<file path="config.mk">
export PLATFORM = sky130hd
export DESIGN_NAME = gtg_mul
export DESIGN_NICKNAME = d
export VERILOG_FILES = /design/src/rtl/go_to_goal_velocity_controller_defines.svh /design/src/rtl/gtg_mul.sv
export SDC_FILE = /design/constraint.sdc
export NUM_CORES = 2
export LEC_CHECK = 0
export BUFFER_PORTS_ARGS = -buffer_cell sky130_fd_sc_hd__buf_2
export CAP_MARGIN = 0
export CORE_UTILIZATION = 60
export DETAILED_ROUTE_END_ITERATION = 8
export MAX_ROUTING_LAYER = met4
export PLACE_DENSITY = 0.78
export SETUP_SLACK_MARGIN = 0.05
export SLEW_MARGIN = 20
export SYNTH_ARGS = -nofsm -noshare
export SYNTH_HDL_FRONTEND = slang
export SYNTH_SLANG_ARGS = --single-unit
</file>
<file path="constraint.sdc">
create_clock -name clk -period 10 [get_ports clk]
set_clock_uncertainty 0.05 [all_clocks]
set_input_delay 0.5 -clock clk [delete_from_list [all_inputs] [get_ports clk]]
set_output_delay 0.5 -clock clk [all_outputs]
set_load 0.05 [all_outputs]
</file>
<file path="src/rtl/go_to_goal_velocity_controller_defines.svh">
// Assertion helpers for the controller, the one file that checks its own logic
`ifndef GO_TO_GOAL_VELOCITY_CONTROLLER_DEFINES_SVH
`define GO_TO_GOAL_VELOCITY_CONTROLLER_DEFINES_SVH

// Same-cycle implication, sampled on clk, off during rst
`define GTG_ASSERT_NOW(lbl, ante, cons) \
  lbl: assert property (@(posedge clk) disable iff (rst) (ante) |-> (cons)) \
    else $error("controller check failed");

// Next-cycle implication, sampled on clk, off during rst
`define GTG_ASSERT_NEXT(lbl, ante, cons) \
  lbl: assert property (@(posedge clk) disable iff (rst) (ante) |=> (cons)) \
    else $error("controller check failed");

`endif

</file>
<file path="src/rtl/gtg_mul.sv">
module gtg_mul (
  input  logic        clk,
  input  logic [31:0] a,
  input  logic [31:0] b,
  output logic [63:0] p
);

  // Register the product every cycle
  always_ff @(posedge clk) begin
    p <= a * b;
  end

endmodule

</file>
---- After elaboration in Yosys (flattened, before gate mapping) ----
Cells that the tools add are included.
cells by class
  multipliers ............................. 1
operators with widths
  kind            number
  $mul 32x32->64  1
word-level totals
  output and inout bits ................... 64
  logic and storage cells ................. 2
  bits of input ports ..................... 65
  register bits ........................... 64

---- Longest topological paths before layout ----
  depth after elaboration ................. 1
  depth in mapped cells ................... 29
  depth with buffers taken out ............ 27

---- Worst setup path before layout ----
OpenSTA, ideal clock, no wires.
  path type ............................... input -> register
  start ................................... input a[25]
  end ..................................... register p[62]
  stages .................................. 25
  path buffers ............................ 2
  arrival time ............................ 7.181 ns
  setup time .............................. 0.072 ns
  setup slack ............................. 2.697 ns
  cell sequence ........................... clkbuf_1 -> nand2_1 -> fa_1 -> inv_1 -> fa_1 -> inv_1 -> fa_1 -> inv_1 -> fa_1 -> fa_1 -> fa_1 -> fa_1 -> inv_1 -> fa_1 -> inv_1 -> ha_1 -> buf_2 -> nand4_1 -> or4_1 -> or3_1 -> a31oi_1 -> a31o_2 -> a211oi_1 -> o21ai_1 -> xor2_1
between the ends
  longest elaborated chain between the ends .. 1
ends and longest elaborated chain
  element               line           RTL
  from (decl)           gtg_mul.sv:3   input logic [31:0] a,
  $mul 32x32->64        gtg_mul.sv:10  p <= a * b;
  to (signal assigned)  gtg_mul.sv:10
  to (decl)             gtg_mul.sv:5   output logic [63:0] p
Every way passes these cells.

---- Worst setup path in the final report ----
  start ................................... input b[17]
  end ..................................... register p[62]
between the ends
  longest elaborated chain between the ends .. 1
ends and longest elaborated chain
  element         line           RTL
  from (decl)     gtg_mul.sv:4   input logic [31:0] b,
  $mul 32x32->64  gtg_mul.sv:10
Every way passes these cells.

==> impl_results.md <==
- Status: completed
- Post-route DRC: 0
- Total Wirelength: 88200 um
- Crit path kind: input port to register
- Least-Margin Pin Slew: 0.839 ns
- Synth top area cells: fa_1 52%, and2_1 11%, ha_1 9.5%, inv_1 9.4%, nand2_1 5.2%
- Layout filler cell count: between 4000 and 5000
- Synth warn: 0
- Final Max Slew Viols: 0
- RSZ-0062 raised after global routing: false
- Startpoint Class: input port
- Multi-input gate area: ~0.029 mm2
- Hold Path Class: input port to register
- Largest net degree at the start of global routing: 33
- Area grow syn2layout: 3.11%
- Area of the core: around 0.057 mm2
- Root Buffer: clkbuf_16
- Setup violators final: 0
- Critical path required time: ~10 ns
- CP Capture Type: register
- Hold buffers post-CTS: 0
- Gate Count Post-Synth: 3748
- Hold Vio Cnt, Final: 0
- Biggest area consumer among synthesized cells: fa_1
- Initial cell density of the core: 0.611
- Top Metal Used: met4
- Post-synth ARST share: 0
- Top reg by flops: p
- DRT Pass-1 Iters: 5
- Routed Antenna Nets: 0
- Ratio of cells with drive above 1 in the final layout: 0.0446
- IO Count: 129
- Part of the cycle the worst path needs: 0.821
- Register area share after synthesis: 0.0369
- Post-synth net total: just under 5000
- RePlAce Congestion: 0.943
- Synthesized flop and latch total: 64
- Row Count: between 80 and 90
- Hold path depth: 2
- Fmax: 0.122 GHz
- Total grt overflow: 0
- Number of buffers added on ports: ~130
- CTS tree: built
- Max-cap viol count: 0
- Worst Path Max Fanout: 32
- Initial antenna violation count: 4
- CTS-repair resized insts: 0
- Met2 WL: between 40000 and 50000 um
- GRT Total Usage: 0.326
- Most used DFF post-synth: dfxtp_1
- Post-detail-place hpwl: ~71000 um
- Synth unique cells: 57
- Starting DRT DRC Count: between 1000 and 1500
- Netlist Area Pre-Place: 0.0347 mm2
- Setup_tns: 0 ns
- H-tree depth: 3
- CP Data Arrival Time: ~8.4 ns
- Worst hold endpoint: p[0]$_DFF_P_
- Biggest regs: p x64
- Vias: 25100
- Share of the synthesized area in the top cell type: 0.517
- Net count, final: a little under 5000
- Clock Path Buffers: 2
- Crit path time final: around 8.2 ns
- DIE WIDTH: roughly 240 um
- Hold Slack: between 0.7 and 0.8 ns
- TritonCTS buffer count: 9
- WL met3: approximately 5800 um
- Drt wl/cell: just under 20 um
- Hold path startpoint: a[0]
- Total die area: roughly 0.059 mm2
- Die height: 242 um
- Number of flops mapped to enable cells by yosys: 0
- Total area of sequential cells: 0.00128 mm2
- CTS sink count: 64
- Max reg flops: 64
- Avg Inst Size Synth: roughly 9 um2
- Slew HR: 0.441
- First-pass GRT wire length: between 100000 and 150000 um
- Via/cell ratio: roughly 5.7
- M1 wire length: 31600 um
- Number of global-route vias before repair: 28000
- Post CTS Setup Buffer Count: 0
- Clock transition at path regs: 0.05 ns
through the flow:
stage                     utilization  area, um2  cells  setup slack [ns]
after floorplan                     -      34700   3748              2.70
after global placement          0.625      35500   4415              1.77
after detailed placement        0.625      35500   4415              1.63
after CTS                       0.630      35700   4431              1.97
after global routing            0.630      35800   4435              1.50
final                           0.630      35800   4435              1.79
cells by family after synthesis:
group                    after synthesis  share of synthesized area
AND/OR/NAND/NOR                     1177                      0.176
adder cells (fa/ha/maj)             1159                      0.612
buffers and inverters               1085                      0.118
AO/OA/AOI/OAI                        202                     0.0415
flip-flops                            64                     0.0369
XOR/XNOR                              60                     0.0152
multiplexers                           1                   0.000289
cells in the final DEF, fill, tap and decap left out, types with 3 or more instances in the layout:
| cell | Yosys | layout |
|---|---|---|
| and3_1 | 14 | 14 |
| o21ai_1 | 5 | 5 |
| a221o_1 | 4 | 4 |
| or4_1 | 3 | 3 |
| inv_1 | 865 | 865 |
| clkbuf_16 | 0 | 9 |
| a21boi_1 | 3 | 3 |
| buf_4 | 0 | 3 |
| diode_2 | 0 | 4 |
| dfxtp_1 | 64 | 64 |
| nand3_1 | 10 | 10 |
| a31oi_1 | 12 | 12 |
| nor3_1 | 7 | 7 |
| o21bai_1 | 10 | 10 |
| a21o_1 | 40 | 40 |
| or2_2 | 3 | 3 |
| a21oi_2 | 3 | 3 |
| buf_2 | 6 | 128 |
| nor2_1 | 20 | 20 |
| a211oi_1 | 3 | 3 |
| and4_1 | 3 | 3 |
| a21oi_1 | 63 | 63 |
| o21ai_0 | 21 | 21 |
| o221ai_1 | 3 | 3 |
| or3_1 | 3 | 3 |
| ha_1 | 263 | 263 |
| a221oi_4 | 3 | 3 |
| o31ai_4 | 3 | 3 |
| and2_1 | 602 | 602 |
| xnor2_1 | 35 | 35 |
| xor2_1 | 25 | 25 |
| nand2_1 | 480 | 480 |
| nand4_1 | 23 | 23 |
| o21a_1 | 9 | 9 |
| fa_1 | 896 | 896 |
cells in the mapped netlist (4+ instances only):
cell	instances
o21ai_1	5
nand3_1	10
fa_1	896
nor2_1	20
dfxtp_1	64
clkbuf_1	213
nor3_1	7
and3_1	14
xor2_1	25
inv_1	865
ha_1	263
nand2_1	480
o21ai_0	21
a31oi_1	12
o21a_1	9
and2_1	602
nand4_1	23
a221o_1	4
xnor2_1	35
a21o_1	40
o21bai_1	10
a21oi_1	63
buf_2	6
worst max path at each step:
stage	endpoint	startpoint	slack (ns)
after floorplan	p[62]$_DFF_P_	a[25]	2.70
after CTS	p[62]$_DFF_P_	a[19]	1.97
after global placement	p[62]$_DFF_P_	a[19]	1.77
after detailed placement	p[62]$_DFF_P_	a[19]	1.63
final	p[62]$_DFF_P_	b[17]	1.79
after global routing	p[62]$_DFF_P_	b[8]	1.50
layer usage:
| metal | track usage | vias to the layer above |
|---|---|---|
| li1 | - | 10700 |
| met1 | 0.376 | 13000 |
| met2 | 0.549 | 1123 |
| met3 | 0.0454 | 314 |
| met4 | 0.180 | 0 |
| met5 | - | - |
final cells by class:
type | instances | share of cell area
diodes | 4 | 0.000280
clock buffers | 11 | 0.00707
clock inverters | 5 | 0.00108
inverters | 865 | 0.0908
multi-input cells | 2599 | 0.820
flip-flops and latches | 64 | 0.0358
well taps | 756 | 0.0265
repair buffers | 131 | 0.0185
critical path, stage by stage:
cell      delay, ns
buf_2          0.58
nand2_1        0.20
fa_1           0.57
fa_1           0.56
inv_1          0.06
fa_1           0.48
fa_1           0.55
fa_1           0.57
fa_1           0.44
fa_1           0.49
inv_1          0.05
fa_1           0.49
inv_1          0.05
ha_1           0.43
nand4_1        0.23
or4_1          0.46
or3_1          0.37
a31oi_1        0.57
a31o_2         0.29
a211oi_1       0.10
o21ai_1        0.18
xor2_1         0.16
Power is not shown: default switching activity piles up to over one toggle a cycle in this logic, so the estimate is an artifact.
