## config.mk

```make
export PLATFORM = sky130hd
export DESIGN_NAME = gtg_isqrt
export DESIGN_NICKNAME = d
export VERILOG_FILES = /design/src/rtl/go_to_goal_velocity_controller_defines.svh /design/src/rtl/gtg_isqrt.sv
export SDC_FILE = /design/constraint.sdc
export NUM_CORES = 1
export LEC_CHECK = 0
export BUFFER_PORTS_ARGS = -buffer_cell sky130_fd_sc_hd__buf_2
export CORE_MARGIN = 10
export CORE_UTILIZATION = 44
export DETAILED_ROUTE_END_ITERATION = 7
export GPL_ROUTABILITY_DRIVEN = 0
export GPL_TIMING_DRIVEN = 0
export PLACE_DENSITY_LB_ADDON = 0.2
export SYNTH_ARGS = -nofsm -noshare
export SYNTH_HDL_FRONTEND = slang
export SYNTH_SLANG_ARGS = --single-unit
```

## constraint.sdc

```tcl
create_clock -name clk -period 4.7 [get_ports clk]
set_clock_uncertainty 0.1 [all_clocks]
set_input_delay 0.235 -clock clk [delete_from_list [all_inputs] [get_ports clk]]
set_output_delay 0.235 -clock clk [all_outputs]
set_load 0.005 [all_outputs]
```

## src/rtl/go_to_goal_velocity_controller_defines.svh

```systemverilog
// Assertion helpers for the controller, the one file that checks its own logic
`ifndef GO_TO_GOAL_VELOCITY_CONTROLLER_DEFINES_SVH
`define GO_TO_GOAL_VELOCITY_CONTROLLER_DEFINES_SVH

// Same-cycle implication, sampled on clk, off during rst
`define GTG_ASSERT_NOW(lbl, ante, cons) \
  lbl: assert property (@(posedge clk) disable iff (rst) (ante) |-> (cons)) \
    else $error("controller check failed");

// Next-cycle implication, sampled on clk, off during rst
`define GTG_ASSERT_NEXT(lbl, ante, cons) \
  lbl: assert property (@(posedge clk) disable iff (rst) (ante) |=> (cons)) \
    else $error("controller check failed");

`endif

```

## src/rtl/gtg_isqrt.sv

```systemverilog
module gtg_isqrt (
  input  logic        clk,
  input  logic        rst,
  input  logic        start,
  input  logic [63:0] value,
  output logic        done,
  output logic [31:0] root
);

  logic [63:0] v;
  logic [34:0] rem;
  logic [4:0]  cnt;
  logic        busy;
  logic [34:0] rem_sh;
  logic [34:0] trial;

  // Bring down two bits and try the next root bit
  assign rem_sh = {rem[32:0], v[63:62]};
  assign trial  = {1'b0, root, 2'b01};

  always_ff @(posedge clk) begin
    if (rst) begin
      busy <= 1'b0;
      done <= 1'b0;
      cnt  <= '0;
    end else begin
      done <= 1'b0;
      if (start && !busy) begin
        busy <= 1'b1;
        cnt  <= '0;
      end else if (busy) begin
        cnt <= cnt + 5'd1;
        if (cnt == 5'd31) begin
          busy <= 1'b0;
          done <= 1'b1;
        end
      end
    end
  end

  // Digit-by-digit restoring square root, one root bit per cycle
  always_ff @(posedge clk) begin
    if (start && !busy) begin
      v    <= value;
      rem  <= '0;
      root <= '0;
    end else if (busy) begin
      v <= {v[61:0], 2'b00};
      if (rem_sh >= trial) begin
        rem  <= rem_sh - trial;
        root <= {root[30:0], 1'b1};
      end else begin
        rem  <= rem_sh;
        root <= {root[30:0], 1'b0};
      end
    end
  end

endmodule

```

# Yosys cells after proc, flatten, opt, wreduce, memory -nomap -nowiden
# Index checks and enable logic that the tools add are counted.
word_totals:
  register_bits: 136
  input_bits: 67
  out_inout_bits: 33
  elab_cells: 24
op_classes:
  n_addsub: 2
  magnitude_cmp: 1
  n_eq_ne: 1
  n_mux: 8
  bitwise_logic: 1
  reduce_logical: 5
ops:
  columns: ["op", "count"]
  rows:
  - ["64-bit 2-to-1 mux", 2]
  - ["35-bit by 34-bit >= comparator with 1-bit output", 1]
  - ["33-bit 2-to-1 mux", 1]
  - ["33-bit subtractor", 1]
  - ["5-bit by 1-bit adder with 5-bit output, second input constant", 1]
  - ["5-bit equality test, second input constant", 1]
  - ["1-bit 2-to-1 mux", 5]
  - ["3-bit OR reduction", 1]
  - ["2-bit nonzero test", 1]
  - ["2-bit OR reduction", 1]
  - ["1-bit logical AND", 1]
  - ["1-bit zero test", 1]
  - ["1-bit inverter", 1]

# Depth between registers and ports, before layout
depth:
  ltp_word: 4
  depth_mapped: 13

# Worst setup path before layout
# Ideal clock, no wire load.
synth_path:
  path_type: "reg2reg"
  start: "register root[4]"
  end: "register rem[2]"
  arrival_ns: 2.364
  path_slack_ns: 2.051
  stages_incl_launch_ff: 11
  period_less_slack_ns: 2.649
  cell_sequence: "dfxtp_1 inv_1 ha_1 a2111o_1 o211ai_1 a21oi_2 a21o_1 a21oi_2 mux2_2 nand2_1 o21ai_1"
synth_between:
  elab_chain_cells: 2
synth_rtl:
  columns: ["item", "line_no", "text"]
  rows:
  - ["start, declared", "gtg_isqrt.sv:7", "output logic [31:0] root"]
  - ["start signal, assigned", "gtg_isqrt.sv:51", "root <= {root[30:0], 1'b1};"]
  - ["start signal, assigned", "gtg_isqrt.sv:54", "root <= {root[30:0], 1'b0};"]
  - ["35-bit by 34-bit >= comparator with 1-bit output", "gtg_isqrt.sv:49", "if (rem_sh >= trial) begin"]
  - ["33-bit 2-to-1 mux", "gtg_isqrt.sv:49", null]
  - ["end signal, assigned", "gtg_isqrt.sv:50", "rem <= rem_sh - trial;"]
  - ["end signal, assigned", "gtg_isqrt.sv:53", "rem <= rem_sh;"]
  - ["end, declared", "gtg_isqrt.sv:11", "logic [34:0] rem;"]
# No other way between the ends.
# A chain may end at the register's enable or synchronous reset.

# Final worst setup path
layout_path:
  start: "register root[4]"
  end: "register rem[20]"
layout_between:
  elab_chain_cells: 2
  word_cells_on_any_way: 3
  cone_classes: "add/sub (1); order compare (1); mux (1)"
layout_rtl:
  columns: ["item", "line_no"]
  rows:
  - ["33-bit subtractor / 35-bit by 34-bit >= comparator with 1-bit output (equally long branches)", "gtg_isqrt.sv:50, gtg_isqrt.sv:49"]
  - ["33-bit 2-to-1 mux *", "gtg_isqrt.sv:49"]
# Every way passes the cells marked *; elsewhere a longest branch is shown, timed or not.

==> flow_metrics.env <==
export IMPL_antenna_left=0
export IMPL_powerDensity_mw_per_mm2=609
export IMPL_cts_buffers=17
export IMPL_muxShareOfSynthArea_pct=10.2
export IMPL_antenna_found_initial=1
export IMPL_vias_per_cell=5.51
export IMPL_fin_crit_ns=3.14
export IMPL_grt_overflow=0
export IMPL_syn_inst=682
export IMPL_ys_ff_latch=136
export IMPL_place_hpwl_um=13300
export IMPL_cp_required_ns=4.89
export IMPL_end_kind="flop"
export IMPL_synth_compound_area_share_pct=19.4
export IMPL_ys_seq_area_share_pct=47.2
export IMPL_synthAdderAreaFrac_pct=6.32
export IMPL_status="finished, final reports clean"
export IMPL_io_buffer_count=98
export IMPL_wirelength_um=18400
export IMPL_path_clk_slew_ns=0.06
export IMPL_syn_avg_cell_area_sq_um=10.4
export IMPL_grt_max_degree=36
export IMPL_drv_slew=0
export IMPL_yosys_top_cells_area="edfxtp_1 27%, dfxtp_1 20%, mux2_2 10%, ha_1 6.3%, nand2_1 4.1%"
export IMPL_yosysWarnings=0
export IMPL_p_leak_nw=3.54
export IMPL_finalSetupViolCount=0
export IMPL_hold_viol_final=0
export IMPL_irDropWorstVdd_uv=355
export IMPL_worstMarginPinSlew_ns=0.738
export IMPL_synth_nets=785
export IMPL_synth_distinct_cells=54
export IMPL_min_period_over_period_pct=66.8
export IMPL_relSlewSlack_pct=50.8
export IMPL_drt_initial_drc_count=540
export IMPL_drive_gt1_share_pct=24.4
export IMPL_core_sq_mm=0.0159
export IMPL_crit_path_start_kind="flop"
export IMPL_fmax_mhz=318
export IMPL_gr_usage_all_layers_pct=17.1
export IMPL_async_flop_share_pct=0
export IMPL_yosys_area_share_simple_pct=8.53
export IMPL_synth_top_cell_by_area="edfxtp_1"
export IMPL_route_detailed_drc=0
export IMPL_synth_top_cell_area_share_pct=27.0
export IMPL_rows=46
export IMPL_r2r_slack_ns=1.56
export IMPL_crit_fanout=10
export IMPL_die_x_um=147
export IMPL_initial_core_util_pct=44.9
export IMPL_worstHoldPathType="in2reg"
export IMPL_tns_ns=0
export IMPL_top_level_ports=100
export IMPL_die_height_um=147
export IMPL_routedWlPerCell_um=17.3
export IMPL_htreeDepth=4
export IMPL_cts_num_sinks=136
export IMPL_grt_pass1_vias=5986
export IMPL_drv_cap=0
export IMPL_final_nets=933
export IMPL_antennaDiodeCount=0
export IMPL_grt_pass1_wl_um=30300
export IMPL_synth_most_common_cell="nand2_1"
export IMPL_tritoncts="built"
export IMPL_synth_xor_area_share_pct=3.93
export IMPL_postCtsResizedCells=0
export IMPL_first_pass_iters=5
export IMPL_syn_to_final_growth_pct=23.3
export IMPL_final_fill_count=1406
export IMPL_root_buffer="clkbuf_16"
export IMPL_synth_area_sq_mm=0.00713
export IMPL_ys_flop_type="dfxtp_1"
export IMPL_clk_latency_ns=0.43
export IMPL_synth_top_family_by_area="compound AO/OA/AOI/OAI gates"
export IMPL_via_count=5835
export IMPL_netlist_top_cells_count="77 x nand2_1, 72 x dfxtp_1, 64 x edfxtp_1"
export IMPL_die_area_sq_mm=0.0217
export IMPL_crit_arrival_ns=3.33
export IMPL_rsz0062_at_grt="false"
export IMPL_worstSetupPathType="reg2reg"
export IMPL_clock_path_buffers=2
export IMPL_power_total_mw=5.35
export IMPL_synth_edf_count=64
-- registers in the layout (all words and copies together) (netlist names) --
name and flops:
busy 1, done 1, rem 33, cnt 5, root 32, v 64
-- power breakdown --
part | switching (mW) | internal [mW]
logic | 1.41 | 1.07
clock network | 0.533 | 0.787
registers | 0.110 | 1.44
total | 2.05 | 3.30
-- metal layers --
layer	track usage [%]	routed length (um)
met1	20.8	7980
met2	27.4	8680
met3	5.62	1350
met4	6.44	342
met5	0	13
-- per-stage QoR --
stage | hold WS (ns) | utilization [%] | area, sq um | setup WS (ns) | std cells
final | 0.0135 | 55.3 | 8790 | 1.56 | 1059
after global routing | 0.00673 | 55.3 | 8790 | 1.22 | 1059
after CTS | 0.000214 | 55.3 | 8790 | 1.54 | 1059
after detailed placement | 0.367 | 49.8 | 7910 | 1.55 | 997
after global placement | 0.362 | 49.6 | 7890 | 1.56 | 996
after floorplan | 0.207 | - | 7130 | 2.05 | 682
-- final timing paths --
kind | from | to | depth (start not counted)
min reg2reg | root[13]$_SDFFE_PP0P_ | root[14]$_SDFFE_PP0P_ | 2
min | value[58] | v[58]$_DFFE_PP_ | 2
max reg2reg | root[4]$_SDFFE_PP0P_ | rem[20]$_SDFFE_PP0P_ | 11
max | root[4]$_SDFFE_PP0P_ | rem[20]$_SDFFE_PP0P_ | 11
-- critical path, cell delays in order (launching register included) --
cell and delay (ns):
dfxtp_1 0.34, inv_1 0.07, ha_1 0.40, a2111oi_0 0.47, a21oi_1 0.13, o211ai_1 0.14, a21oi_2 0.14, a21o_1 0.19
a21oi_2 0.31, nand2b_1 0.26, buf_2 0.31, o21ai_0 0.15
-- kinds of logic (layout without fill, tap and decap cells) --
family | Yosys count | in the layout
and+or+nand+nor | 133 | 133
DFF | 136 | 136
buffers and inverters | 81 | 242
adders and majority gates | 36 | 36
xor gates and xnor gates | 32 | 32
AOI/OAI and AO/OA | 199 | 199
muxes | 65 | 65
-- cell usage in the layout, fill, tap and decap left out, types with 3 or more instances in the layout --
cell | Yosys | final
o21a_1 | 9 | 9
o31a_1 | 3 | 3
a31oi_1 | 5 | 5
nand3_1 | 3 | 3
xor2_1 | 14 | 14
nor2_1 | 11 | 11
o21ai_1 | 24 | 24
clkinv_4 | 0 | 3
inv_6 | 0 | 3
edfxtp_1 | 64 | 64
o31ai_1 | 34 | 34
a21o_1 | 14 | 14
a21oi_1 | 29 | 29
a22o_1 | 19 | 19
a32oi_1 | 11 | 11
buf_2 | 5 | 103
ha_1 | 36 | 36
clkbuf_16 | 0 | 17
o211ai_1 | 3 | 3
a211o_1 | 3 | 3
nand4_1 | 6 | 6
nand2b_1 | 4 | 4
dlygate4sd3_1 | 0 | 30
nor3_1 | 12 | 12
o21bai_1 | 5 | 5
and2_1 | 4 | 4
clkinvlp_4 | 0 | 4
o21ai_0 | 24 | 24
and3_1 | 6 | 6
mux2_2 | 63 | 63
dfxtp_1 | 72 | 72
inv_1 | 45 | 44
clkbuf_1 | 30 | 33
xnor2_1 | 18 | 18
nand2_1 | 77 | 77
-- what timing repair did --
action,CTS,global route
setup endpoints to repair,0,0
endpoints found under the hold margin,36,0
setup buffers,0,0
hold buffers,30,0
-- final cells by class --
type / instances / area [sq um] / area share, %
multi-input cells: 465 / 3450 / 39.2
clock buffers: 20 / 437 / 4.97
plain buffers: 36 / 145 / 1.65
clock inverters: 12 / 143 / 1.62
well taps: 216 / 270 / 3.08
repair buffers: 129 / 811 / 9.23
flip-flops and latches: 136 / 3360 / 38.3
inverters: 45 / 169 / 1.92
No activity file was read; power rests on OpenSTA's default activity.
